<file path="config.mk">
export PLATFORM = sky130hd
export DESIGN_NAME = corner_decrement_distributor_unit_flat
export DESIGN_NICKNAME = d
export VERILOG_FILES = /design/src/rtl/cdd_pkg.sv /design/src/rtl/cdd_if.sv /design/src/rtl/cdd_sequencer.sv /design/src/rtl/cdd_datapath.sv /design/src/rtl/corner_decrement_distributor_unit.sv /design/src/flat_wrapper.sv
export SDC_FILE = /design/constraint.sdc
export NUM_CORES = 1
export LEC_CHECK = 0
export ABC_AREA = 1
export BUFFER_PORTS_ARGS = -buffer_cell sky130_fd_sc_hd__buf_2
export CAP_MARGIN = 10
export CORE_UTILIZATION = 40
export DETAILED_ROUTE_END_ITERATION = 10
export GPL_TIMING_DRIVEN = 1
export SKIP_CTS_REPAIR_TIMING = 1
export SLEW_MARGIN = 0
export SYNTH_ARGS = -nofsm -noshare
export SYNTH_HDL_FRONTEND = slang
export SYNTH_SLANG_ARGS = --single-unit
</file>
<file path="constraint.sdc">
create_clock -name clk -period 14.63 [get_ports clk]
set_input_delay 2.1945 -clock clk [delete_from_list [all_inputs] [get_ports clk]]
set_output_delay 2.1945 -clock clk [all_outputs]
set_load 0.01 [all_outputs]
</file>
<file path="src/rtl/cdd_pkg.sv">
`default_nettype none
// ----------------------------------------------------------------------------
// cdd_pkg: shared types and microcode for the corner decrement distributor
// Holds the field widths, the control and status bundles that pass between
// the sequencer and the datapath, and the microcode program itself.
// ----------------------------------------------------------------------------
package cdd_pkg;

  localparam int CORNER_W    = 16;
  localparam int TOTAL_W     = 20;
  localparam int NUM_CORNERS = 8;
  localparam int CORNER_IDX_W = 3;
  localparam int COUNT_W     = 4;
  localparam int STEP_W      = 2;

  typedef logic [STEP_W-1:0] step_t;

  localparam step_t STEP_IDLE = 2'd0;
  localparam step_t STEP_PASS = 2'd1;
  localparam step_t STEP_EMIT = 2'd2;
  localparam step_t STEP_LAST = STEP_EMIT;

  // Jump conditions. When the condition holds the sequencer goes to the
  // target step, otherwise it moves to the following step.
  typedef enum logic [1:0] {
    COND_ALWAYS,
    COND_NO_INPUT,
    COND_BUSY,
    COND_OUT_BUSY
  } cond_t;

  typedef struct packed {
    logic accept;
    logic pass;
    logic emit;
  } seq_ctrl_t;

  typedef struct packed {
    logic in_valid;
    logic finished;
    logic out_busy;
  } dp_status_t;

  typedef struct packed {
    seq_ctrl_t ops;
    cond_t     cond;
    step_t     target;
  } ucode_word_t;

  function automatic ucode_word_t ucode_rom(step_t pc);
    ucode_word_t w;
    case (pc)
      STEP_IDLE: w = '{ops: '{accept: 1'b1, pass: 1'b0, emit: 1'b0},
                       cond: COND_NO_INPUT, target: STEP_IDLE};
      STEP_PASS: w = '{ops: '{accept: 1'b0, pass: 1'b1, emit: 1'b0},
                       cond: COND_BUSY, target: STEP_PASS};
      STEP_EMIT: w = '{ops: '{accept: 1'b0, pass: 1'b0, emit: 1'b1},
                       cond: COND_OUT_BUSY, target: STEP_EMIT};
      default:   w = '{ops: '{accept: 1'b0, pass: 1'b0, emit: 1'b0},
                       cond: COND_ALWAYS, target: STEP_IDLE};
    endcase
    return w;
  endfunction

endpackage

`default_nettype wire

</file>
<file path="src/rtl/cdd_if.sv">
`default_nettype none
// ----------------------------------------------------------------------------
// cdd_if: valid/ready channels of the corner decrement distributor
// cdd_in_if carries one grid cell, cdd_out_if carries its decrements.
// ----------------------------------------------------------------------------
interface cdd_in_if;
  import cdd_pkg::*;

  logic                valid;
  logic                ready;
  logic [CORNER_W-1:0] corner_a;
  logic [CORNER_W-1:0] corner_b;
  logic [CORNER_W-1:0] corner_c;
  logic [CORNER_W-1:0] corner_d;
  logic [CORNER_W-1:0] corner_e;
  logic [CORNER_W-1:0] corner_f;
  logic [CORNER_W-1:0] corner_g;
  logic [CORNER_W-1:0] corner_h;
  logic [TOTAL_W-1:0]  total_decrement;

  modport source (
    output valid, corner_a, corner_b, corner_c, corner_d,
           corner_e, corner_f, corner_g, corner_h, total_decrement,
    input  ready
  );
  modport sink (
    input  valid, corner_a, corner_b, corner_c, corner_d,
           corner_e, corner_f, corner_g, corner_h, total_decrement,
    output ready
  );
endinterface

interface cdd_out_if;
  import cdd_pkg::*;

  logic                valid;
  logic                ready;
  logic [CORNER_W-1:0] delta_a;
  logic [CORNER_W-1:0] delta_b;
  logic [CORNER_W-1:0] delta_c;
  logic [CORNER_W-1:0] delta_d;
  logic [CORNER_W-1:0] delta_e;
  logic [CORNER_W-1:0] delta_f;
  logic [CORNER_W-1:0] delta_g;
  logic [CORNER_W-1:0] delta_h;
  logic [TOTAL_W-1:0]  leftover;

  modport source (
    output valid, delta_a, delta_b, delta_c, delta_d,
           delta_e, delta_f, delta_g, delta_h, leftover,
    input  ready
  );
  modport sink (
    input  valid, delta_a, delta_b, delta_c, delta_d,
           delta_e, delta_f, delta_g, delta_h, leftover,
    output ready
  );
endinterface

`default_nettype wire

</file>
<file path="src/rtl/cdd_sequencer.sv">
`default_nettype none
// ----------------------------------------------------------------------------
// cdd_sequencer: microcode step counter
// Reads one control word per step from the program in the package and
// picks the next step from the jump condition and the datapath status.
// ----------------------------------------------------------------------------
module cdd_sequencer (
  input  wire logic               clk,
  input  wire logic               rst,
  input  wire cdd_pkg::dp_status_t status,
  output cdd_pkg::seq_ctrl_t      ctrl
);
  import cdd_pkg::*;

  step_t       pc;
  step_t       pc_next;
  ucode_word_t word;
  logic        take_jump;

  always_comb begin
    word = ucode_rom(pc);
    ctrl = word.ops;
    case (word.cond)
      COND_ALWAYS:   take_jump = 1'b1;
      COND_NO_INPUT: take_jump = !status.in_valid;
      COND_BUSY:     take_jump = !status.finished;
      COND_OUT_BUSY: take_jump = status.out_busy;
      default:       take_jump = 1'b1;
    endcase
    if (take_jump) begin
      pc_next = word.target;
    end else if (pc == STEP_LAST) begin
      pc_next = STEP_IDLE;
    end else begin
      pc_next = pc + step_t'(1);
    end
  end

  always_ff @(posedge clk) begin
    if (rst) begin
      pc <= STEP_IDLE;
    end else begin
      pc <= pc_next;
    end
  end

endmodule

`default_nettype wire

</file>
<file path="src/rtl/cdd_datapath.sv">
`default_nettype none
// ----------------------------------------------------------------------------
// cdd_datapath: corner registers, minimum search and output register
// One pass picks the smallest positive untaken corner and removes it, or
// the rest of the total, from the running total.
// ----------------------------------------------------------------------------
module cdd_datapath #(
  parameter int MAX_CORNERS = 8,
  parameter int FRAC_BITS   = 8
) (
  input  wire logic               clk,
  input  wire logic               rst,
  input  wire logic               cfg_wr_en,
  input  wire logic               cfg_wr_data,
  cdd_in_if.sink                  item,
  cdd_out_if.source               result,
  input  wire cdd_pkg::seq_ctrl_t ctrl,
  output cdd_pkg::dp_status_t     status
);
  import cdd_pkg::*;

  localparam logic [31:0] CEILING = 32'(256) << FRAC_BITS;

  logic                    three_d;
  logic [CORNER_W-1:0]     corner_in [NUM_CORNERS];
  logic [CORNER_W-1:0]     corner    [NUM_CORNERS];
  logic [CORNER_W-1:0]     delta     [NUM_CORNERS];
  logic [NUM_CORNERS-1:0]  taken;
  logic [TOTAL_W-1:0]      total;
  logic [COUNT_W-1:0]      n_active;
  logic                    found;
  logic [CORNER_IDX_W-1:0] pick;
  logic [CORNER_W-1:0]     best;
  logic [CORNER_W-1:0]     pick_val;
  logic                    finished;
  logic                    out_free;
  logic                    out_valid;
  logic [CORNER_W-1:0]     out_delta [NUM_CORNERS];
  logic [TOTAL_W-1:0]      out_leftover;

  always_comb begin
    corner_in[0] = item.corner_a;
    corner_in[1] = item.corner_b;
    corner_in[2] = item.corner_c;
    corner_in[3] = item.corner_d;
    corner_in[4] = item.corner_e;
    corner_in[5] = item.corner_f;
    corner_in[6] = item.corner_g;
    corner_in[7] = item.corner_h;
  end

  assign n_active = three_d ? COUNT_W'(MAX_CORNERS) : COUNT_W'(4);

  // Strict less-than keeps the lowest index on ties.
  always_comb begin
    found = 1'b0;
    pick  = '0;
    best  = '0;
    for (int i = 0; i < NUM_CORNERS; i++) begin
      if ((COUNT_W'(i) < n_active) && !taken[i] && (corner[i] != '0) &&
          ({16'b0, corner[i]} < CEILING) && (!found || corner[i] < best)) begin
        found = 1'b1;
        pick  = CORNER_IDX_W'(i);
        best  = corner[i];
      end
    end
  end

  assign pick_val = corner[pick];
  assign finished = (total == '0) || !found;
  assign out_free = !out_valid || result.ready;

  assign status     = '{in_valid: item.valid, finished: finished, out_busy: !out_free};
  assign item.ready = ctrl.accept;

  always_ff @(posedge clk) begin
    if (rst) begin
      three_d <= 1'b1;
    end else if (cfg_wr_en) begin
      three_d <= cfg_wr_data;
    end
  end

  always_ff @(posedge clk) begin
    if (ctrl.accept && item.valid) begin
      for (int i = 0; i < NUM_CORNERS; i++) begin
        corner[i] <= corner_in[i];
        delta[i]  <= '0;
      end
      taken <= '0;
      total <= item.total_decrement;
    end else if (ctrl.pass && !finished) begin
      taken[pick] <= 1'b1;
      if (total < {4'b0, pick_val}) begin
        delta[pick] <= total[CORNER_W-1:0];
        total       <= '0;
      end else begin
        delta[pick] <= pick_val;
        total       <= total - {4'b0, pick_val};
      end
    end
  end

  always_ff @(posedge clk) begin
    if (rst) begin
      out_valid <= 1'b0;
    end else if (ctrl.emit && out_free) begin
      out_valid <= 1'b1;
    end else if (result.ready) begin
      out_valid <= 1'b0;
    end
  end

  always_ff @(posedge clk) begin
    if (ctrl.emit && out_free) begin
      for (int i = 0; i < NUM_CORNERS; i++) begin
        out_delta[i] <= delta[i];
      end
      out_leftover <= total;
    end
  end

  assign result.valid    = out_valid;
  assign result.delta_a  = out_delta[0];
  assign result.delta_b  = out_delta[1];
  assign result.delta_c  = out_delta[2];
  assign result.delta_d  = out_delta[3];
  assign result.delta_e  = out_delta[4];
  assign result.delta_f  = out_delta[5];
  assign result.delta_g  = out_delta[6];
  assign result.delta_h  = out_delta[7];
  assign result.leftover = out_leftover;

endmodule

`default_nettype wire

</file>
<file path="src/rtl/corner_decrement_distributor_unit.sv">
`default_nettype none
// ----------------------------------------------------------------------------
// corner_decrement_distributor_unit: greedy split of a cell decrement
// Spreads a cell's total decrement over its corners, smallest positive
// corner first, and reports per-corner decrements and the remainder.
// ----------------------------------------------------------------------------
// Usage:
//   item carries one cell (corner_a..corner_h, total_decrement) as a
//   valid/ready transaction; result returns delta_a..delta_h and leftover
//   as one transaction per cell. cfg_wr_en/cfg_wr_data write three_d
//   (0: four corners, 1: MAX_CORNERS corners). The user must write it only
//   while the block is idle; the block itself does not enforce this.
//   A cell's distribution takes k passes, k at most the active corner count.
//   The accept step loads the cell, the minimum search retires one corner per
//   cycle, a step detects the end and the emit step loads the output
//   register; only then is the next cell accepted.
//   Reset returns the sequencer to its idle step, empties the output
//   register and sets three_d to 1. When the receiver stalls, the finished
//   result waits in the output register; one more cell is accepted and
//   computed, and it waits in the datapath until the register frees up.
// ----------------------------------------------------------------------------
module corner_decrement_distributor_unit #(
  parameter int MAX_CORNERS = 8,
  parameter int FRAC_BITS   = 8
) (
  input  wire logic clk,
  input  wire logic rst,
  input  wire logic cfg_wr_en,
  input  wire logic cfg_wr_data,
  cdd_in_if.sink    item,
  cdd_out_if.source result
);
  import cdd_pkg::*;

  seq_ctrl_t  seq_ctrl;
  dp_status_t dp_status;

  cdd_sequencer u_sequencer (
    .clk    (clk),
    .rst    (rst),
    .status (dp_status),
    .ctrl   (seq_ctrl)
  );

  cdd_datapath #(
    .MAX_CORNERS (MAX_CORNERS),
    .FRAC_BITS   (FRAC_BITS)
  ) u_datapath (
    .clk         (clk),
    .rst         (rst),
    .cfg_wr_en   (cfg_wr_en),
    .cfg_wr_data (cfg_wr_data),
    .item        (item),
    .result      (result),
    .ctrl        (seq_ctrl),
    .status      (dp_status)
  );

  // Only one micro-operation is active in any step.
  assert property (@(posedge clk) disable iff (rst)
    $onehot0({seq_ctrl.accept, seq_ctrl.pass, seq_ctrl.emit}))
    else $error("more than one micro-operation active");

  // After a transaction is accepted the block works on it before taking more.
  assert property (@(posedge clk) disable iff (rst)
    item.valid && item.ready |=> !item.ready)
    else $error("second cell accepted while one is in progress");

  // An emit step with a free output register always presents a result.
  assert property (@(posedge clk) disable iff (rst)
    seq_ctrl.emit && !dp_status.out_busy |=> result.valid)
    else $error("emit step did not load the output register");

endmodule

`default_nettype wire
</file>
<file path="src/flat_wrapper.sv">
// flat-port wrapper written by rule: the top's interface ports become plain ports
module corner_decrement_distributor_unit_flat import cdd_pkg::*;
#(
  parameter int MAX_CORNERS = 8,
  parameter int FRAC_BITS   = 8
)
  (clk, rst, cfg_wr_en, cfg_wr_data, item_valid, item_corner_a, item_corner_b, item_corner_c, item_corner_d, item_corner_e, item_corner_f, item_corner_g, item_corner_h, item_total_decrement, item_ready, result_valid, result_delta_a, result_delta_b, result_delta_c, result_delta_d, result_delta_e, result_delta_f, result_delta_g, result_delta_h, result_leftover, result_ready);
  cdd_in_if item_i ();
  cdd_out_if result_i ();
  input  wire logic clk;
  input  wire logic rst;
  input  wire logic cfg_wr_en;
  input  wire logic cfg_wr_data;
  input wire logic [$bits(item_i.valid)-1:0] item_valid;
  input wire logic [$bits(item_i.corner_a)-1:0] item_corner_a;
  input wire logic [$bits(item_i.corner_b)-1:0] item_corner_b;
  input wire logic [$bits(item_i.corner_c)-1:0] item_corner_c;
  input wire logic [$bits(item_i.corner_d)-1:0] item_corner_d;
  input wire logic [$bits(item_i.corner_e)-1:0] item_corner_e;
  input wire logic [$bits(item_i.corner_f)-1:0] item_corner_f;
  input wire logic [$bits(item_i.corner_g)-1:0] item_corner_g;
  input wire logic [$bits(item_i.corner_h)-1:0] item_corner_h;
  input wire logic [$bits(item_i.total_decrement)-1:0] item_total_decrement;
  output wire logic [$bits(item_i.ready)-1:0] item_ready;
  output wire logic [$bits(result_i.valid)-1:0] result_valid;
  output wire logic [$bits(result_i.delta_a)-1:0] result_delta_a;
  output wire logic [$bits(result_i.delta_b)-1:0] result_delta_b;
  output wire logic [$bits(result_i.delta_c)-1:0] result_delta_c;
  output wire logic [$bits(result_i.delta_d)-1:0] result_delta_d;
  output wire logic [$bits(result_i.delta_e)-1:0] result_delta_e;
  output wire logic [$bits(result_i.delta_f)-1:0] result_delta_f;
  output wire logic [$bits(result_i.delta_g)-1:0] result_delta_g;
  output wire logic [$bits(result_i.delta_h)-1:0] result_delta_h;
  output wire logic [$bits(result_i.leftover)-1:0] result_leftover;
  input wire logic [$bits(result_i.ready)-1:0] result_ready;
  assign item_i.valid = item_valid;
  assign item_i.corner_a = item_corner_a;
  assign item_i.corner_b = item_corner_b;
  assign item_i.corner_c = item_corner_c;
  assign item_i.corner_d = item_corner_d;
  assign item_i.corner_e = item_corner_e;
  assign item_i.corner_f = item_corner_f;
  assign item_i.corner_g = item_corner_g;
  assign item_i.corner_h = item_corner_h;
  assign item_i.total_decrement = item_total_decrement;
  assign item_ready = item_i.ready;
  assign result_valid = result_i.valid;
  assign result_delta_a = result_i.delta_a;
  assign result_delta_b = result_i.delta_b;
  assign result_delta_c = result_i.delta_c;
  assign result_delta_d = result_i.delta_d;
  assign result_delta_e = result_i.delta_e;
  assign result_delta_f = result_i.delta_f;
  assign result_delta_g = result_i.delta_g;
  assign result_delta_h = result_i.delta_h;
  assign result_leftover = result_i.leftover;
  assign result_i.ready = result_ready;
  corner_decrement_distributor_unit #(.MAX_CORNERS(MAX_CORNERS), .FRAC_BITS(FRAC_BITS)) u_core (.clk(clk), .rst(rst), .cfg_wr_en(cfg_wr_en), .cfg_wr_data(cfg_wr_data), .item(item_i), .result(result_i));
endmodule
</file>
# --- Yosys cells after proc, flatten, opt, wreduce, memory -nomap -nowiden ---
# Memories as Yosys holds them, arrays and structs flattened.
# Cells that the tools add are included.
# Widths: inputs -> output; s select.
op_classes:
  reduce_logical: 70
  n_bitwise: 2
  n_addsub: 2
  n_lt_le_gt_ge: 18
  n_mux: 50
  n_eq_ne: 5
op_table:
  columns: ["operator", "n"]
  rows:
  - ["$mux 16", 9]
  - ["$reduce_bool 16->1", 8]
  - ["$lt 16x16->1", 7]
  - ["$mux 20", 3]
  - ["$logic_and 1x1->1", 27]
  - ["$mux 1", 25]
  - ["$mux 3", 7]
  - ["$pmux 7 s3", 1]
  - ["$logic_not 1->1", 20]
  - ["$logic_not 20->1", 1]
  - ["$lt 20x16->1", 1]
  - ["$sub 20x16->20", 1]
  - ["$lt 3x4->1 const A", 4]
  - ["$reduce_or 16->1", 1]
  - ["$logic_or 1x1->1", 9]
  - ["$lt 1x4->1 const A", 2]
  - ["$lt 2x4->1 const A", 2]
  - ["$or 8x8->8", 1]
  - ["$eq 2x2->1 const B", 3]
  - ["$eq 2x1->1 const B", 2]
  - ["$logic_not 2->1", 2]
  - ["$lt 3x4->1 const B", 1]
  - ["$mux 2", 2]
  - ["$mux 4", 1]
  - ["other kinds (6)", 7]
totals:
  inputBits: 154
  out_inout_bits: 150
  mem_count: 3
  mem_bits_rw: 384
  register_bits: 52
memory_table:
  columns: ["memory", "depth", "word_bits", "read_ports", "rd_clocked_by_memory_dff", "wr", "line_no", "source"]
  rows:
  - ["u_core.u_datapath.corner", 8, 16, 9, 0, 8, "cdd_datapath.sv:26", "logic [CORNER_W-1:0] corner [NUM_CORNERS];"]
  - ["u_core.u_datapath.delta", 8, 16, 8, 0, 8, "cdd_datapath.sv:27", "logic [CORNER_W-1:0] delta [NUM_CORNERS];"]
  - ["u_core.u_datapath.out_delta", 8, 16, 8, 0, 8, "cdd_datapath.sv:38", "logic [CORNER_W-1:0] out_delta [NUM_CORNERS];"]

# --- Logic depth before layout (Yosys ltp) ---
# Gate-level depths: netlist (run 1).
depth:
  ltp_word: 43
  mapped_depth: 129
  depth_no_buf: 120

# --- Cells and area by module ---
# From an unflattened synthesis (run 1), not the netlist that was laid out.
hier_totals:
  hier_cells: 1834
  area_unflattened_um2: 20424.6
by_module_without_submodules:
  columns: ["mod", "area_each_um2", "seq_area_each_um2", "cells_each", "n_inst"]
  rows:
  - ["cdd_datapath", 20304.5, 12932.4, 1817, 1]
  - ["cdd_sequencer", 120.1, 40.0, 17, 1]

# --- Worst setup path after synthesis (run 1) ---
# OpenSTA, ideal clock, no wires.
synth_path:
  path_type: "flip-flop to flip-flop"
  from: "memory u_core.u_datapath.corner[0][0]"
  to: "memory u_core.u_datapath.delta[0][8] (data pin)"
  slack_ns: 1.117
  period_less_slack_ns: 13.513
  path_stages_with_launch: 106
  t_arrival_ns: 13.258
  path_cell_list: "edfxtp_1 -> nor2_1 -> nand2_1 -> nor2_1 -> nand2_1 -> nand2_1 -> inv_2 -> clkbuf_1 -> nand2_1 -> ha_1 -> a21oi_1 -> nor2_1 -> a211oi_1 -> o221a_2 -> nand2_1 -> nand2_2 -> nand2_2 -> clkbuf_1 -> [... 70 more ...] -> o211ai_1 -> nand4_1 -> inv_1 -> ha_1 -> fa_1 -> inv_1 -> a21oi_1 -> inv_1 -> nand4_1 -> nand2_1 -> nand2_1 -> nand2_2 -> nand2_4 -> nand2_4 -> buf_4 -> nand3_1 -> nand2_4 -> nor2_1"
synth_rtl:
  columns: ["element", "line_no"]
  rows:
  - ["from (decl)", "cdd_datapath.sv:26"]
  - ["to (decl)", "cdd_datapath.sv:27"]

==> flow_metrics.tcl, run 1 <==
set metrics [dict create \
    drive_gt1_share_pct 33.63 \
    ys_types 46 \
    die_y_um 227.7 \
    slowest_stage "edfxtp_1" \
    insertion_delay_ps 600 \
    cpMostUsedCell "nand2_1" \
    cp-start-kind "register" \
    rsz0062_at_grt "true" \
    synth_edf_count 424 \
    synth_flop_cell "edfxtp_1" \
    layout.nets 2675 \
    path_class "register to register" \
    area_growth_pct 32.17 \
    grt_max_degree 90 \
    synth_cells 1817 \
    end_kind "register" \
    setup_violations 0 \
    ys_ff_latch 436 \
    violations "capacitance limit, slew limit" \
    path_buf_inv 18 \
    avgSynthCellArea_um2 11.21 \
    cpLargestDelayFamily "simple AND/OR/NAND/NOR gates" \
    pin_count 304 \
    fin_worst_skew_ps 27.77 \
    cts_tree "built" \
    htree_num_levels 2 \
    async_flop_share_pct 0 \
    start_util_pct 40.62 \
    max_freq_mhz 71.45 \
    syn-num-nets 2091 \
    core_um2 50170 \
    cts_made_buffers 44 \
    grt_first_pass_wirelength_mm 92.20 \
    cts.path.max_buffers 3 \
    die_width_um 227.7 \
    slew_violations 8 \
    worst_pin_slew_ps 1646 \
    clk_pin_slew_ps 60 \
    worstPathArrival_ps 14320 \
    antenna_found_initial 0 \
    max_stage_delay_ps 410 \
    maxCapViolCount 1 \
    ys_seq_area_share_pct 63.66 \
    critPathRequiredTime_ps 14960 \
    die-area_um2 51850 \
    hold_violations 0 \
    grt_pass1_vias 15580 \
    drc_errors 0 \
    place_congestion 0.9785 \
    grtUsageTotal_pct 23.55 \
    first_pass_iters 5 \
    fin_util_pct 53.68 \
    netlist_area_um2 20380 \
    wl_per_cell_um 20.49 \
    drtIter0Drc 1196 \
    hpwl_mm 49.03 \
    dr_total_vias 16030 \
    drtAntennaViolNets 0 \
    totalWireLength_mm 63.67 \
    cts_root_buffer "clkbuf_16" \
    numClockSinks 436 \
    portBuffers 303 \
    yosysWarnings 0 \
    crit_path_max_fanout 11 \
    grt_remaining_overflow 0 \
    hold_path.class "register to register" \
    status "finished with violations" \
    ff2ff_setup_slack_ps 630 \
    slew_headroom_pct -11.19 \
    min_period_over_period_pct 95.66 \
    vias_per_cell 5.158 \
    num_rows 82 \
    fin_crit_ps 14000 \
]
## cell type report
class                           instances  area [um2]
Clock buffer                           60        1161
Multi-Input combinational cell       1228        7461
Fill cell                            4379       23240
Timing Repair Buffer                  580        3852
Inverter                              111       429.2
Clock inverter                         20       214.0
Tap cell                              672       840.8
Sequential cell                       436       12970
Antenna cell                            1       2.502
## placed cells by master (no fill, tap or decap), types with 18 or more instances in the layout
cell and instances:
nand2_1 355, clkbuf_16 48, nand2_4 29, nand3_1 64, nand2_2 40, a21oi_1 47, buf_2 304, nor2_1 217
o21ai_0 92, nor4_1 30, buf_4 246, ha_1 104, inv_1 103, edfxtp_1 424, nand4_1 18, o21ai_1 55
## state kept, by name (all words and copies together), names as in the netlist
register                           cells
u_core.u_datapath.corner             128
u_core.u_datapath.delta              128
u_core.u_datapath.out_delta          128
u_core.u_datapath.result.leftover     20
u_core.u_datapath.result.valid         1
u_core.u_datapath.taken                8
u_core.u_datapath.three_d              1
u_core.u_datapath.total               20
u_core.u_sequencer.pc                  2
## cell families (layout without fill, tap and decap cells)
group | count (synthesis) | in the layout | share of synthesized area (%)
buffers and inverters | 162 | 771 | 3.438
adders and majority gates | 120 | 120 | 7.405
and+or+nand+nor | 804 | 813 | 17.19
AOI/OAI and AO/OA | 283 | 283 | 7.786
xor gates and xnor gates | 12 | 12 | 0.5158
other | 0 | 1 | 0
DFF | 436 | 436 | 63.66
## Yosys cell counts, types with 2 or more instances
master     instances  area [um2]
edfxtp_1         424       12730
a41oi_1            7       61.31
buf_6              2       22.52
o22ai_1           13       81.33
xnor2_1            4       35.03
nand2_1          384        1441
nor3_1             9       45.04
clkbuf_1          20       75.07
a21oi_1           55       275.3
buf_1              3       11.26
buf_4             14       105.1
buf_2             11       55.05
nand2_4           12       135.1
dfxtp_1           12       240.2
inv_1            109       409.1
nand4_1           18       112.6
o221a_2            3       33.78
a211oi_1           9       67.56
ha_1             119        1489
o21bai_1           4       30.03
o21a_1            11       82.58
nor2_1           221       829.6
o21ai_0          151       755.7
nor2_2            13       81.33
o211ai_1           4       30.03
nor4_1            30       187.7
nand2_2           27       168.9
nor2_4             3       33.78
a31oi_1            4       25.02
a2111oi_0          5       43.79
nand3_1           71       355.3
or2_2              7       43.79
xor2_1             8       70.07
nand3b_1           7       52.55
o21ai_1           12       60.06
## worst paths after layout
kind | from | endpoint | depth (start not counted)
max | u_core.u_datapath.corner[0][9]$_DFFE_PP_ | u_core.u_datapath.delta[1][13]$_SDFFCE_PN0P_ | 99
min reg2reg | u_core.u_datapath.delta[4][13]$_SDFFCE_PN0P_ | u_core.u_datapath.out_delta[2][13]$_DFFE_PP_ | 0
min | u_core.u_datapath.delta[4][13]$_SDFFCE_PN0P_ | u_core.u_datapath.out_delta[2][13]$_DFFE_PP_ | 0
max reg2reg | u_core.u_datapath.corner[0][9]$_DFFE_PP_ | u_core.u_datapath.delta[1][13]$_SDFFCE_PN0P_ | 99
## per-layer routing
layer | track usage, % | vias to the layer above | share of wire [%]
met3 | 3.613 | 163 | 6.2
met1 | 30.23 | 7621 | 42
met5 | 0 | - | 0
met4 | 9.565 | 0 | 4.2
met2 | 39.78 | 613 | 48
li1 | - | 7634 | -
## metrics by stage
step	TNS [ps]	instances	hold WS (ps)	cell area, um2	setup slack (ps)
after floorplan	0	1817	400.3	20380	1117
after global placement	-91790	2995	400.5	24470	-741.0
after detailed placement	-92770	2995	404.5	24470	-733.9
after CTS	-108680	3075	409.7	25840	-843.4
after global routing	-38980	3107	413.8	26930	-337.4
final	0	3108	407.9	26930	634.9
Power of run 1 is left out: the tool's default activity adds up to more than one toggle a clock period on the data nets, which glitch-free logic cannot reach.
==> inputs of run 2 (changes only) <==
Settings changed: CORE_MARGIN from default to 4, CTS_CLUSTER_DIAMETER from default to 60.
==> run 2 against run 1 <==
Net effect:
- fmax fell by 0.17%
- non-clock buffer count grew 11
- register-to-register slack got worse by 20 ps
- the flow still finishes with violations (capacitance limit, slew limit)
- critical path type unchanged
- setup slack worse by 24 ps
- highest routed layer is now met5
- hold slack improved by 6.6 ps
- design area up 1.5%
==> flow_metrics.tcl, run 2 (same netlist as run 1, synthesis figures left out) <==
set metrics [dict create \
    status "finished with violations" \
    violations "capacitance limit, slew limit" \
    drtIter0Drc 1346 \
    place_congestion 0.9672 \
    max_stage_delay_ps 440 \
    fin_worst_skew_ps 27.24 \
    numClockSinks 436 \
    start_util_pct 40.53 \
    grt_pass1_vias 15340 \
    end_kind "register" \
    setup-tns-final_ps 0 \
    drive_gt1_share_pct 35.22 \
    cts.path.max_buffers 3 \
    hold_violations 0 \
    cts_tree "built" \
    pin_count 304 \
    core_um2 50270 \
    slew_headroom_pct -0.8033 \
    dpl_cell_area_um2 24610 \
    worstPathArrival_ps 14330 \
    cp-start-kind "register" \
    slowest_stage "fa_1" \
    drtAntennaViolNets 0 \
    path_class "register to register" \
    fin_util_pct 54.37 \
    layout.nets 2690 \
    min_period_over_period_pct 95.83 \
    drc_errors 0 \
    wl_per_cell_um 20.58 \
    cts_made_buffers 46 \
    insertion_delay_ps 590 \
    worst_pin_slew_ps 1492 \
    slew_violations 2 \
    grt_remaining_overflow 0 \
    first_pass_iters 5 \
    grtUsageTotal_pct 22.44 \
    layout_commonest_cell "edfxtp_1" \
    ff2ff_setup_slack_ps 610 \
    fin_crit_ps 14020 \
    vias_per_cell 5.147 \
    grt_max_degree 99 \
    top_regs "u_core.u_datapath.corner: 128 flops, u_core.u_datapath.delta: 128 flops, u_core.u_datapath.out_delta: 128 flops" \
    die_width_um 233.7 \
    crit_path_max_fanout 8 \
    clk_pin_slew_ps 60 \
    totalWireLength_mm 64.28 \
    portBuffers 303 \
    area_growth_pct 34.14 \
    cpMostUsedCell "nand2_1" \
    critPathRequiredTime_ps 14940 \
    die_y_um 233.7 \
    antenna_found_initial 1 \
    postLayoutCellArea_um2 27330 \
    die-area_um2 54620 \
    setup_violations 0 \
    num_rows 82 \
    hpwl_mm 49.42 \
    maxCapViolCount 2 \
    dr_total_vias 16070 \
    hold_path.class "register to register" \
    grt_first_pass_wirelength_mm 92.36 \
    cts_root_buffer "clkbuf_16" \
    htree_num_levels 2 \
    max_freq_mhz 71.33 \
    final_cell_mix "edfxtp_1, nand2_1, buf_2, buf_4, nor2_1" \
]
==> run 2: cell types whose count changed in the layout (fill, tap and decap cells not counted), sizes merged <==
cell	previous run	this run
buf	575	588
clkdlybuf4s15	1	0
nand2	432	433
inv	114	115
clkbuf	64	53
bufinv	1	5
clkinvlp	1	4
clkinv	15	20
==> run 2: path summary, 6_finish.rpt <==
path	startpoint	endpoint	cells after the start
worst min register to register	u_core.u_datapath.delta[1][8]$_SDFFCE_PN0P_	u_core.u_datapath.out_delta[0][24]$_DFFE_PP_	0
worst max register to register	u_core.u_datapath.corner[0][8]$_DFFE_PP_	u_core.u_datapath.delta[1][15]$_SDFFCE_PN0P_	105
worst min-delay path	u_core.u_datapath.delta[1][8]$_SDFFCE_PN0P_	u_core.u_datapath.out_delta[0][24]$_DFFE_PP_	0
worst max-delay path	u_core.u_datapath.corner[0][8]$_DFFE_PP_	u_core.u_datapath.delta[1][15]$_SDFFCE_PN0P_	105
==> run 2: layout make-up <==
type	instances	area [um2]
Clock buffer	50	1166
Multi-Input combinational cell	1229	7575
Fill cell	4346	22940
Timing Repair inverter	1	5.005
Clock inverter	32	359.1
Timing Repair Buffer	591	3984
Sequential cell	436	12970
Antenna cell	1	2.502
Tap cell	672	840.8
Inverter	111	429.2
==> run 2: critical path: cells and delay by family (launching register included) <==
family	cells	cell delay [ps]
AOI/OAI and AO/OA	17	2900
adders and majority gates	9	2490
buffers and inverters	19	2290
DFF	1	400
and+or+nand+nor	60	5600
==> run 2: routing by layer <==
layer	vias to the layer above	wire length [um]	GRT usage, %
li1	7665	-	-
met1	7643	26420	29.61
met2	638	31510	38.42
met3	125	4431	3.634
met4	2	1909	6.405
met5	-	13	0
==> run 2: through the flow <==
stage / setup slack, ps / std cells / hold WS, ps
3_5_place_dp: -426.3 / 3002 / 404.5
2_1_floorplan: 1117 / 1817 / 400.3
6_report: 610.6 / 3123 / 414.5
4_1_cts: -527.2 / 3084 / 417.1
5_1_grt: -292.7 / 3122 / 421.7
3_3_place_gp: -286.0 / 3002 / 402.7
Power of run 2 is left out for the same reason.
==> inputs of run 3 (changes only) <==
Settings changed: BUFFER_PORTS_ARGS -buffer_cell sky130_fd_sc_hd__buf_2 to -buffer_cell sky130_fd_sc_hd__buf_4, CORE_ASPECT_RATIO from default to 1.75.
==> run 3 against run 2 <==
Net effect:
- the run ends with capacitance limit left
- setup slack got worse by 250 ps
- count of clock-buffer cells in the layout shrank 3
- core utilization increased by 1.7 points
- design area increased by 3.5%
- highest routed layer unchanged
- largest cell class unchanged
==> flow_metrics.tcl, run 3 (same netlist as run 1, synthesis figures left out) <==
set metrics [dict create \
    status "finished with violations" \
    violations "capacitance limit" \
    cts_tree "built" \
    drtIter0Drc 1266 \
    final_cell_mix "buf_4, edfxtp_1, nand2_1, nor2_1, ha_1" \
    layout.nets 2706 \
    cts_made_buffers 41 \
    diodes 0 \
    max_stage_delay_ps 480 \
    top_regs "u_core.u_datapath.corner: 128 flops, u_core.u_datapath.delta: 128 flops, u_core.u_datapath.out_delta: 128 flops" \
    insertion_delay_ps 570 \
    die_y_um 306.6 \
    grt_remaining_overflow 0 \
    rsz0062_at_grt "true" \
    cts_root_buffer "clkbuf_16" \
    dr_total_vias 16260 \
    numClockSinks 436 \
    hold_violations 0 \
    layout_commonest_cell "buf_4" \
    vias_per_cell 5.196 \
    setup_slack_ps 358.2 \
    fin_crit_ps 14270 \
    min_period_over_period_pct 97.55 \
    portBuffers 303 \
    cp-start-kind "register" \
    core_um2 50460 \
    first_pass_iters 5 \
    drive_gt1_share_pct 36.53 \
    slew_violations 0 \
    htree_num_levels 2 \
    multi_input_area_um2 7565 \
    worst_pin_slew_ps 1478 \
    grtUsageTotal_pct 24.22 \
    drtAntennaViolNets 0 \
    pre_cts_ws_ps -1360 \
    critPathRequiredTime_ps 14930 \
    grt_pass1_vias 16190 \
    wl_per_cell_um 22.21 \
    cts.path.max_buffers 3 \
    crit_path_max_fanout 18 \
    die-area_um2 54760 \
    end_kind "register" \
    cpMostUsedCell "nand2_1" \
    path_buf_inv 18 \
    clk_pin_slew_ps 60 \
    start_util_pct 40.38 \
    num_rows 109 \
    worstPathArrival_ps 14570 \
    place_congestion 0.9855 \
    area_growth_pct 38.78 \
    hold_path.class "register to register" \
    grt_max_degree 100 \
    path_class "register to register" \
    slew_headroom_pct 0.1712 \
    totalWireLength_mm 69.51 \
    cpLargestDelayFamily "simple AND/OR/NAND/NOR gates" \
    die_width_um 178.6 \
    pin_count 304 \
    maxCapViolCount 1 \
    slowest_stage "edfxtp_1" \
    regArea_um2 12970 \
    fillers 4391 \
    drc_errors 0 \
    setup_violations 0 \
    antenna_found_initial 3 \
    max_freq_mhz 70.07 \
    grt_first_pass_wirelength_mm 97.95 \
    fin_worst_skew_ps 21.36 \
    hpwl_mm 55.22 \
]
==> run 3: changes by cell type in the layout (fill, tap and decap cells not counted), sizes merged <==
cell and delta:
nand2 -4, buf +20, clkinvlp -1, inv -1, bufinv -3, diode -1
clkbuf +3
==> run 3: final cells by class <==
type	count	area share [%]
timing repair buffer	617	18.22
inverter	111	1.518
tap	666	2.947
multi-input combinational	1225	26.75
sequential	436	45.87
clock buffer	47	3.783
clock inverter	28	0.9070
==> run 3: worst paths after layout <==
| check | start | endpoint | slack, ps | cells after the start |
|---|---|---|---|---|
| setup / recovery | u_core.u_datapath.corner[0][12]$_DFFE_PP_ | u_core.u_datapath.delta[1][12]$_SDFFCE_PN0P_ | 360 | 107 |
| hold / removal | u_core.u_datapath.delta[6][9]$_SDFFCE_PN0P_ | u_core.u_datapath.out_delta[3][9]$_DFFE_PP_ | 410 | 0 |
| setup reg to reg | u_core.u_datapath.corner[0][12]$_DFFE_PP_ | u_core.u_datapath.delta[1][12]$_SDFFCE_PN0P_ | 360 | 107 |
| hold reg to reg | u_core.u_datapath.delta[6][9]$_SDFFCE_PN0P_ | u_core.u_datapath.out_delta[3][9]$_DFFE_PP_ | 410 | 0 |
==> run 3: per-layer routing <==
| layer | vias to the layer above | part of all wire [%] | global-route usage, % |
|---|---|---|---|
| li1 | 7693 | - | - |
| met1 | 7687 | 33 | 24.36 |
| met2 | 639 | 55 | 46.25 |
| met3 | 239 | 4.4 | 2.730 |
| met4 | 6 | 7.7 | 15.31 |
| met5 | - | 0.049 | 0 |
==> run 3: through the flow <==
step	hold WS, ps	setup TNS (ps)	instances	area [um2]	utilization [%]
2_1_floorplan	400.3	0	1817	20380	-
3_3_place_gp	402.3	-161570	3025	25690	50.91
6_report	414.8	0	3130	28280	56.04
3_5_place_dp	404.5	-192370	3025	25690	50.91
5_1_grt	418.9	-52060	3130	28280	56.04
4_1_cts	416.3	-199220	3100	27020	53.54
Power of run 3 is left out for the same reason.
